--- config.mk ---
export PLATFORM = sky130hd
export DESIGN_NAME = signed_int_to_radix_ascii_top
export DESIGN_NICKNAME = d
export VERILOG_FILES = /design/src/sira_pkg.sv /design/src/signed_int_to_radix_ascii_top.sv /design/src/sira_cell.sv
export VERILOG_INCLUDE_DIRS = /design/src /design/src/src
export SDC_FILE = /design/constraint.sdc
export NUM_CORES = 1
export LEC_CHECK = 0
export CAP_MARGIN = 10
export CORE_MARGIN = 3
export CORE_UTILIZATION = 40
export DETAILED_ROUTE_END_ITERATION = 8
export DONT_BUFFER_PORTS = 1
export SETUP_SLACK_MARGIN = 0.4
export SYNTH_ARGS = -nofsm -noshare
export SYNTH_HDL_FRONTEND = slang
export SYNTH_SLANG_ARGS = --single-unit
--- constraint.sdc ---
create_clock -name clk -period 5.75 [get_ports clk]
set_clock_uncertainty 0.2 [all_clocks]
set_input_delay 1.15 -clock clk [delete_from_list [all_inputs] [get_ports clk]]
set_output_delay 1.15 -clock clk [all_outputs]
set_load 0.01 [all_outputs]
--- src/signed_int_to_radix_ascii_top_assert.svh ---
// Shared concurrent assertion forms for the conversion block.
// Both forms expect clk and rst_n to be visible where they are used.
`ifndef SIGNED_INT_TO_RADIX_ASCII_TOP_ASSERT_SVH
`define SIGNED_INT_TO_RADIX_ASCII_TOP_ASSERT_SVH

// The consequent must hold in the same cycle as the antecedent.
`define SIRA_ASSERT_NOW(lbl, ante, cons, msg) \
    lbl: assert property (@(posedge clk) disable iff (!rst_n) (ante) |-> (cons)) \
        else $error(msg);

// The consequent must hold in the cycle after the antecedent.
`define SIRA_ASSERT_NEXT(lbl, ante, cons, msg) \
    lbl: assert property (@(posedge clk) disable iff (!rst_n) (ante) |=> (cons)) \
        else $error(msg);

`endif

--- src/sira_pkg.sv ---
`default_nettype none

package sira_pkg;

    localparam int VALUE_W    = 32;
    localparam int VALUE_BITS = 32;
    localparam int RADIX_W    = 6;
    localparam int DIGIT_W    = 6;
    localparam int SUM_W      = DIGIT_W + 1;
    localparam int CHAR_W     = 8;
    localparam int NCELL      = VALUE_BITS;
    localparam int CNT_W      = $clog2(2 * VALUE_BITS);
    localparam int LEFT_W     = $clog2(VALUE_BITS + 1);

    localparam logic [RADIX_W-1:0] RADIX_MIN = RADIX_W'(2);
    localparam logic [RADIX_W-1:0] RADIX_MAX = RADIX_W'(36);

    localparam logic [CHAR_W-1:0] CHAR_ZERO    = 8'h30;
    localparam logic [CHAR_W-1:0] CHAR_LOWER_A = 8'h61;
    localparam logic [CHAR_W-1:0] CHAR_MINUS   = 8'h2d;
    localparam logic [CHAR_W-1:0] CHAR_NONE    = 8'h00;
    localparam logic [DIGIT_W-1:0] DEC_MAX     = DIGIT_W'(9);
    localparam logic [CHAR_W-1:0] DEC_DIGITS   = CHAR_W'(10);

    typedef enum logic [2:0] {
        CELL_HOLD,
        CELL_CLEAR,
        CELL_DOUBLE,
        CELL_RESOLVE,
        CELL_SHIFT
    } cell_op_t;

    typedef struct packed {
        cell_op_t            op;
        logic [RADIX_W-1:0]  radix;
    } cell_ctl_t;

    function automatic logic [CHAR_W-1:0] digit_char(input logic [DIGIT_W-1:0] d);
        logic [CHAR_W-1:0] wide;
        wide = CHAR_W'(d);
        if (d <= DEC_MAX)
        begin
            return CHAR_ZERO + wide;
        end
        return CHAR_LOWER_A + wide - DEC_DIGITS;
    endfunction

endpackage

`default_nettype wire

--- src/signed_int_to_radix_ascii_top.sv ---
// Channel   Beat fields                    Handshake
// input     value[31:0], radix[5:0]        in_valid / in_stall
// output    char_code[7:0], last, bad_radix out_valid / out_stall
//
// A value enters the digit cells one magnitude bit per cycle, and each cell takes the registered
// carry of the cell below it; a carry check then repeats until no cell holds a carry.
// The sign step, the skipping of leading zeros and the emission of each digit follow in turn.
// An invalid base gives its single beat after acceptance, once the output register is free.
// A new value is taken only when the previous one has been fully handed to the output
// register, and an output stall holds the block only while it has a beat to load.
// Reset clears all control state; the block keeps nothing between values.
`default_nettype none
`include "signed_int_to_radix_ascii_top_assert.svh"

module signed_int_to_radix_ascii_top (
    input  wire logic                          clk,
    input  wire logic                          rst_n,
    input  wire logic                          in_valid,
    output logic                               in_stall,
    input  wire logic signed [sira_pkg::VALUE_W-1:0] value,
    input  wire logic [sira_pkg::RADIX_W-1:0]  radix,
    output logic                               out_valid,
    input  wire logic                          out_stall,
    output logic [sira_pkg::CHAR_W-1:0]        char_code,
    output logic                               last,
    output logic                               bad_radix
);

    typedef enum logic [2:0] {
        ST_IDLE,
        ST_CONVERT,
        ST_RESOLVE,
        ST_SIGN,
        ST_SKIP,
        ST_EMIT,
        ST_BAD
    } state_t;

    state_t                              state_reg;
    state_t                              state_next;
    logic [sira_pkg::VALUE_BITS-1:0]     mag_reg;
    logic [sira_pkg::VALUE_BITS-1:0]     mag_next;
    logic                                neg_reg;
    logic                                neg_next;
    logic [sira_pkg::RADIX_W-1:0]        radix_reg;
    logic [sira_pkg::RADIX_W-1:0]        radix_next;
    logic [sira_pkg::CNT_W-1:0]          cnt_reg;
    logic [sira_pkg::CNT_W-1:0]          cnt_next;
    logic [sira_pkg::NCELL-1:0]          done_reg;
    logic [sira_pkg::NCELL-1:0]          done_next;
    logic [sira_pkg::LEFT_W-1:0]         left_reg;
    logic [sira_pkg::LEFT_W-1:0]         left_next;
    logic                                out_valid_reg;
    logic                                out_valid_next;
    logic [sira_pkg::CHAR_W-1:0]         char_reg;
    logic [sira_pkg::CHAR_W-1:0]         char_next;
    logic                                last_reg;
    logic                                last_next;
    logic                                bad_reg;
    logic                                bad_next;

    logic [sira_pkg::VALUE_BITS-1:0]     raw;
    logic                                out_free;
    logic                                cin0;
    sira_pkg::cell_ctl_t                 ctl;
    sira_pkg::cell_ctl_t                 cell_ctl [sira_pkg::NCELL];
    logic [sira_pkg::DIGIT_W-1:0]        digit_w [sira_pkg::NCELL];
    logic [sira_pkg::NCELL-1:0]          carry_w;
    logic [sira_pkg::DIGIT_W-1:0]        top_digit;

    assign raw       = value[sira_pkg::VALUE_BITS-1:0];
    assign top_digit = digit_w[sira_pkg::NCELL-1];
    assign out_free  = !out_valid_reg || !out_stall;
    assign in_stall  = (state_reg != ST_IDLE);

    always_comb
    begin
        state_next     = state_reg;
        mag_next       = mag_reg;
        neg_next       = neg_reg;
        radix_next     = radix_reg;
        cnt_next       = cnt_reg;
        done_next      = done_reg;
        left_next      = left_reg;
        out_valid_next = out_valid_reg && out_stall;
        char_next      = char_reg;
        last_next      = last_reg;
        bad_next       = bad_reg;
        ctl.op         = sira_pkg::CELL_HOLD;
        ctl.radix      = radix_reg;
        cin0           = 1'b0;

        unique case (state_reg)
            ST_IDLE:
            begin
                ctl.op    = sira_pkg::CELL_CLEAR;
                done_next = '0;
                if (in_valid)
                begin
                    radix_next = radix;
                    neg_next   = raw[sira_pkg::VALUE_BITS-1];
                    if (raw[sira_pkg::VALUE_BITS-1])
                    begin
                        mag_next = ~raw + sira_pkg::VALUE_BITS'(1);
                    end
                    else
                    begin
                        mag_next = raw;
                    end
                    cnt_next = sira_pkg::CNT_W'(2 * sira_pkg::VALUE_BITS - 2);
                    if ((radix >= sira_pkg::RADIX_MIN) && (radix <= sira_pkg::RADIX_MAX))
                    begin
                        state_next = ST_CONVERT;
                    end
                    else
                    begin
                        state_next = ST_BAD;
                    end
                end
            end
            ST_CONVERT:
            begin
                ctl.op    = sira_pkg::CELL_DOUBLE;
                cin0      = mag_reg[sira_pkg::VALUE_BITS-1];
                mag_next  = {mag_reg[sira_pkg::VALUE_BITS-2:0], 1'b0};
                cnt_next  = cnt_reg - sira_pkg::CNT_W'(1);
                done_next = {done_reg[sira_pkg::NCELL-2:0],
                             (cnt_reg < sira_pkg::CNT_W'(sira_pkg::VALUE_BITS))};
                if (cnt_reg == '0)
                begin
                    state_next = ST_RESOLVE;
                end
            end
            ST_RESOLVE:
            begin
                if (|carry_w)
                begin
                    ctl.op = sira_pkg::CELL_RESOLVE;
                end
                else
                begin
                    left_next  = sira_pkg::LEFT_W'(sira_pkg::VALUE_BITS);
                    state_next = ST_SIGN;
                end
            end
            ST_SIGN:
            begin
                if (!neg_reg)
                begin
                    state_next = ST_SKIP;
                end
                else if (out_free)
                begin
                    out_valid_next = 1'b1;
                    char_next      = sira_pkg::CHAR_MINUS;
                    last_next      = 1'b0;
                    bad_next       = 1'b0;
                    state_next     = ST_SKIP;
                end
            end
            ST_SKIP:
            begin
                if ((top_digit == '0) && (left_reg != sira_pkg::LEFT_W'(1)))
                begin
                    ctl.op    = sira_pkg::CELL_SHIFT;
                    left_next = left_reg - sira_pkg::LEFT_W'(1);
                end
                else
                begin
                    state_next = ST_EMIT;
                end
            end
            ST_EMIT:
            begin
                if (out_free)
                begin
                    ctl.op         = sira_pkg::CELL_SHIFT;
                    out_valid_next = 1'b1;
                    char_next      = sira_pkg::digit_char(top_digit);
                    last_next      = (left_reg == sira_pkg::LEFT_W'(1));
                    bad_next       = 1'b0;
                    left_next      = left_reg - sira_pkg::LEFT_W'(1);
                    if (left_reg == sira_pkg::LEFT_W'(1))
                    begin
                        state_next = ST_IDLE;
                    end
                end
            end
            ST_BAD:
            begin
                if (out_free)
                begin
                    out_valid_next = 1'b1;
                    char_next      = sira_pkg::CHAR_NONE;
                    last_next      = 1'b1;
                    bad_next       = 1'b1;
                    state_next     = ST_IDLE;
                end
            end
            default:
            begin
                state_next = ST_IDLE;
            end
        endcase
    end

    // Each cell takes the registered carry of the cell below it, so a cell that has taken all of
    // its magnitude bits only settles carries while the cells above it finish.
    always_comb
    begin
        for (int i = 0; i < sira_pkg::NCELL; i++)
        begin
            cell_ctl[i] = ctl;
            if ((ctl.op == sira_pkg::CELL_DOUBLE) && done_reg[i])
            begin
                cell_ctl[i].op = sira_pkg::CELL_RESOLVE;
            end
        end
    end

    always_ff @(posedge clk or negedge rst_n)
    begin
        if (!rst_n)
        begin
            state_reg     <= ST_IDLE;
            out_valid_reg <= 1'b0;
            cnt_reg       <= '0;
            done_reg      <= '0;
            left_reg      <= '0;
        end
        else
        begin
            state_reg     <= state_next;
            out_valid_reg <= out_valid_next;
            cnt_reg       <= cnt_next;
            done_reg      <= done_next;
            left_reg      <= left_next;
        end
    end

    always_ff @(posedge clk)
    begin
        mag_reg   <= mag_next;
        neg_reg   <= neg_next;
        radix_reg <= radix_next;
        char_reg  <= char_next;
        last_reg  <= last_next;
        bad_reg   <= bad_next;
    end

    for (genvar i = 0; i < sira_pkg::NCELL; i++)
    begin : g_cell
        if (i == 0)
        begin : g_low
            sira_cell u_cell (
                .clk      (clk),
                .rst_n    (rst_n),
                .ctl      (cell_ctl[i]),
                .carry_in (cin0),
                .digit_in ({sira_pkg::DIGIT_W{1'b0}}),
                .digit    (digit_w[i]),
                .carry    (carry_w[i])
            );
        end
        else
        begin : g_up
            sira_cell u_cell (
                .clk      (clk),
                .rst_n    (rst_n),
                .ctl      (cell_ctl[i]),
                .carry_in (carry_w[i-1]),
                .digit_in (digit_w[i-1]),
                .digit    (digit_w[i]),
                .carry    (carry_w[i])
            );
        end
    end

    assign out_valid = out_valid_reg;
    assign char_code = char_reg;
    assign last      = last_reg;
    assign bad_radix = bad_reg;

    `SIRA_ASSERT_NOW(a_carries_settled,
        (state_reg == ST_SKIP) || (state_reg == ST_EMIT),
        carry_w == '0, "digit cells still hold carries while emitting")
    `SIRA_ASSERT_NOW(a_digits_remain,
        (state_reg == ST_SKIP) || (state_reg == ST_EMIT),
        left_reg != '0, "digit count ran out before the last character")
    `SIRA_ASSERT_NOW(a_bad_beat_form,
        out_valid_reg && bad_reg,
        last_reg && (char_reg == sira_pkg::CHAR_NONE), "bad base beat is malformed")

endmodule

`default_nettype wire

--- src/sira_cell.sv ---
`default_nettype none
`include "signed_int_to_radix_ascii_top_assert.svh"

module sira_cell (
    input  wire logic                          clk,
    input  wire logic                          rst_n,
    input  wire sira_pkg::cell_ctl_t           ctl,
    input  wire logic                          carry_in,
    input  wire logic [sira_pkg::DIGIT_W-1:0]  digit_in,
    output logic      [sira_pkg::DIGIT_W-1:0]  digit,
    output logic                               carry
);

    logic [sira_pkg::DIGIT_W-1:0] digit_reg;
    logic [sira_pkg::DIGIT_W-1:0] digit_next;
    logic                         carry_reg;
    logic                         carry_next;
    logic [sira_pkg::SUM_W-1:0]   base;
    logic [sira_pkg::SUM_W-1:0]   sum;
    logic [sira_pkg::SUM_W-1:0]   radix_ext;
    logic [sira_pkg::SUM_W-1:0]   adj;
    logic                         fold;

    always_comb
    begin
        radix_ext = sira_pkg::SUM_W'(ctl.radix);
        if (ctl.op == sira_pkg::CELL_DOUBLE)
        begin
            base = {digit_reg, 1'b0};
        end
        else
        begin
            base = sira_pkg::SUM_W'(digit_reg);
        end
        sum  = base + sira_pkg::SUM_W'(carry_in);
        fold = (sum >= radix_ext);
        adj  = fold ? (sum - radix_ext) : sum;

        digit_next = digit_reg;
        carry_next = carry_reg;
        unique case (ctl.op) inside
            sira_pkg::CELL_CLEAR:
            begin
                digit_next = '0;
                carry_next = 1'b0;
            end
            sira_pkg::CELL_DOUBLE, sira_pkg::CELL_RESOLVE:
            begin
                digit_next = adj[sira_pkg::DIGIT_W-1:0];
                carry_next = fold;
            end
            sira_pkg::CELL_SHIFT:
            begin
                digit_next = digit_in;
                carry_next = 1'b0;
            end
            default:
            begin
                digit_next = digit_reg;
                carry_next = carry_reg;
            end
        endcase
    end

    always_ff @(posedge clk or negedge rst_n)
    begin
        if (!rst_n)
        begin
            digit_reg <= '0;
            carry_reg <= 1'b0;
        end
        else
        begin
            digit_reg <= digit_next;
            carry_reg <= carry_next;
        end
    end

    assign digit = digit_reg;
    assign carry = carry_reg;

    `SIRA_ASSERT_NEXT(a_digit_below_radix,
        (ctl.op == sira_pkg::CELL_DOUBLE) || (ctl.op == sira_pkg::CELL_RESOLVE),
        digit_reg < ctl.radix, "cell digit left its base range")

endmodule

`default_nettype wire
==> results.sh <==
export IMPL_outcome="finished clean"
export IMPL_yosysWarnings=0
export IMPL_hold_viol_final=0
export IMPL_synth_net_count=4009
export IMPL_grt_pass1_wl_um=147000
export IMPL_seq_area_frac_synth_pct=25.8
export IMPL_grt_pass1_vias=26400
export IMPL_worst_slew_pin_slew_ns=1.21
export IMPL_first_iter_violations=1983
export IMPL_top_layer="met5"
export IMPL_synth_top_area_share_pct=21.3
export IMPL_critPathMaxFanout=36
export IMPL_fmax_mhz=207
export IMPL_finalCritPeriodShare_pct=83.9
export IMPL_fillers=7779
export IMPL_areaGrowthSynthToFinish_pct=6.59
export IMPL_rsz0062_at_grt="false"
export IMPL_slew_headroom_pct=19.4
export IMPL_wl_met2_um=40800
export IMPL_syn_inst=3667
export IMPL_final_nets=3867
export IMPL_drive_gt1_share_pct=7.85
export IMPL_async_flop_share_pct=84.7
export IMPL_power_density_mw_per_mm2=147
export IMPL_n_antenna_cell=0
export IMPL_cts_inserted_buffers=43
export IMPL_routed_wirelength_um=91600
export IMPL_setup_viol=0
export IMPL_die_h_um=289
export IMPL_firstDrtPassIters=5
export IMPL_dp_hpwl_um=62500
export IMPL_cp_slowest_cell="dfrtp_4"
export IMPL_synthFlopType="dfrtp_1"
export IMPL_htree_levels=2
export IMPL_antenna_found_initial=1
export IMPL_io_pins=54
export IMPL_cts_buffer_depth=3
export IMPL_avgViaCountPerCell=5.99
export IMPL_cp_cell_sequence="nor3b_2 > buf_4 > nand2b_1 > nand2_1 > nand2_1 > ha_1 > and3_1 > a211oi_1 > ha_1 > and4_1 > a31oi_1 > o221ai_1 > nor2_2 > mux2_2 > o21ai_0"
export IMPL_yosysUniqueCellTypes=95
export IMPL_power_leakage_nw=13.7
export IMPL_row_count=103
export IMPL_start_kind="flop"
export IMPL_synth_edff_count=49
export IMPL_wl_met3_um=4740
export IMPL_crit_type="flop to flop"
export IMPL_cts_tree="done"
export IMPL_instances_no_fill=4603
export IMPL_max_cap_viol_count=0
export IMPL_io_buffers=0
export IMPL_cts_root_buffer="clkbuf_16"
export IMPL_ys_seq_elements=321
export IMPL_wl_met1_um=43600
export IMPL_endpoint_kind="flop"
export IMPL_min_period_ns=4.82
export IMPL_vias=27600
export IMPL_ir_drop_uv=165
export IMPL_synth_area_per_cell_um2=8.73
export IMPL_tns_ns=0
export IMPL_min_path_type="input port to asynchronous set/reset pin"
export IMPL_initial_utilization_pct=40.5
export IMPL_drc=0
export IMPL_die_width_um=289
export IMPL_clk_pin_slew_worst_paths_ns=0.06
export IMPL_cts_setup_buffers=0
export IMPL_place_congestion=0.865
export IMPL_slew_viol_final=0
export IMPL_die_area_mm2=0.0835
export IMPL_coreArea_mm2=0.0791
export IMPL_worst_ep_arrival_time_ns=5.12
export IMPL_ant_nets=0
export IMPL_dp_cells=4530
export IMPL_grt_usage_pct=21.6
export IMPL_grt_overflow_total=0
export IMPL_grt_max_degree=273
export IMPL_synth_top_cell_by_area="dfrtp_1"
export IMPL_wire_per_inst_um=19.9
export IMPL_netlist_area_mm2=0.0320
export IMPL_yosys_top_cells_area="dfrtp_1 21%, ha_1 10%, mux2i_1 6.8%, edfxtp_1 4.6%, o21ai_0 4.4%"
export IMPL_clock_sinks=321
export IMPL_required_ns=6.05
export IMPL_slowest_delay_ns=0.74
export IMPL_clk_latency_ns=0.59
export IMPL_hold_buffers=0
export IMPL_largest_reg_flops=186
## cell usage in the layout, fill, tap and decap left out, types with 15 or more instances in the layout
master / synthesis / routed
nand2_1: 304 / 302
o21ai_0: 282 / 281
dfrtp_1: 272 / 269
ha_1: 268 / 268
mux2i_1: 219 / 219
a22oi_1: 176 / 176
inv_1: 168 / 163
a21oi_1: 153 / 153
xnor2_1: 139 / 139
nor2_1: 126 / 126
nor2b_1: 114 / 114
nand3_1: 98 / 98
o21ai_1: 88 / 89
mux2_2: 77 / 77
xor2_1: 61 / 61
a211oi_1: 54 / 54
a21o_1: 50 / 50
edfxtp_1: 49 / 49
nand4_1: 47 / 47
o21a_1: 46 / 46
clkbuf_16: 0 / 44
buf_4: 8 / 41
a31oi_1: 39 / 39
o31ai_1: 39 / 39
nand2b_1: 38 / 38
and3_1: 36 / 36
o31a_1: 34 / 34
fa_1: 32 / 32
nor3_1: 30 / 30
and2_1: 28 / 27
and4_1: 24 / 24
or3_1: 20 / 20
o211ai_1: 20 / 20
a211o_1: 19 / 19
nor3b_1: 19 / 18
or2_2: 16 / 16
nor4b_2: 10 / 15
nor4b_4: 15 / 15
a221oi_1: 15 / 15
a221o_1: 16 / 15
## cells in the mapped netlist, drive strengths merged, types with 9 or more instances
library cell	number
o31a	34
nand2	304
nor3b	19
and2	28
and4	24
o21a	46
xor2	61
a211oi	55
and3	36
a221oi	16
inv	168
nor4b	32
nand3b	9
dfrtp	272
o211ai	21
nand4	47
fa	32
or2	20
o21ai	370
a21o	50
ha	268
a31oi	39
xnor2	139
clkbuf	155
edfxtp	49
nor3	30
nor4	13
a22oi	176
a22o	12
a221o	16
mux2	77
buf	80
nor2b	114
o31ai	39
nand3	98
or3	20
o221ai	15
a21oi	153
a211o	19
nor2	140
nand2b	38
mux2i	219
## worst max-delay path: cells and delay by family, from the launching register on
family	cells	cell delay, ns
buffers and inverters	1	0.39
adders and majority gates	2	0.59
DFF	1	0.74
AOI/OAI and AO/OA	4	0.92
muxes	1	0.38
and+or+nand+nor	7	1.51
## stage by stage
stage	utilization (%)	power (mW)	setup slack (ns)	hold WS [ns]	instance area, um2
2_1_floorplan	-	2.39	0.845	0.272	32000
3_3_place_gp	41.4	2.39	1.06	0.299	32800
3_5_place_dp	41.4	2.39	1.02	0.308	32800
4_1_cts	43.1	5.10	0.951	0.0569	34100
5_1_grt	43.1	5.20	0.607	0.0443	34100
6_report	43.1	5.03	0.925	0.0715	34100
## path summary, 6_finish.rpt
kind,start,endpoint,slack (ns),cells past startpoint
setup / recovery,state_reg[1],g_cell[3].g_up.u_cell.digit[0],0.93,15
hold reg to reg,mag_reg[14],mag_reg[15],0.32,2
min in group clk,mag_reg[14],mag_reg[15],0.32,2
max in group asynchronous,rst_n,state_reg[1],4.62,0
hold / removal,rst_n,g_cell[14].g_up.u_cell.digit[3],0.07,0
setup reg to reg,state_reg[1],g_cell[3].g_up.u_cell.digit[0],0.93,15
## kinds of logic (layout without fill, tap and decap cells)
logic type / Yosys count / count (layout) / synth area share, %
buffers and inverters: 404 / 290 / 5.40
flip-flops: 321 / 321 / 25.8
XOR/XNOR: 200 / 200 / 5.47
multiplexers: 296 / 296 / 9.55
AO/OA/AOI/OAI: 1152 / 1152 / 24.0
adder cells (fa/ha/maj): 300 / 300 / 12.5
AND/OR/NAND/NOR: 994 / 994 / 17.3
## metal layers
metal  track usage, %  vias to the layer above
met2             34.6                      682
li1                 -                    13400
met4             5.99                        2
met3             2.93                      134
met1             30.6                    13400
met5                0                        -
## final cells by class
class | instances | area (um2) | area share, %
Tap cell | 1050 | 1310 | 3.85
Clock inverter | 12 | 129 | 0.378
Timing Repair Buffer | 48 | 448 | 1.31
Clock buffer | 61 | 1240 | 3.65
Multi-Input combinational cell | 2942 | 22100 | 64.7
Sequential cell | 321 | 8290 | 24.3
Inverter | 169 | 634 | 1.86
## timing repair
item,in CTS,in global routing
resized for setup,0,1
hold endpoints to repair,0,0
setup endpoints to repair,0,1
## where the power goes
| group | switching (mW) | internal (mW) |
|---|---|---|
| logic | 0.0205 | 0.0207 |
| clock network | 1.09 | 1.59 |
| registers | 0.0000000000000000397 | 2.31 |
(Power assumes the default switching activity.)
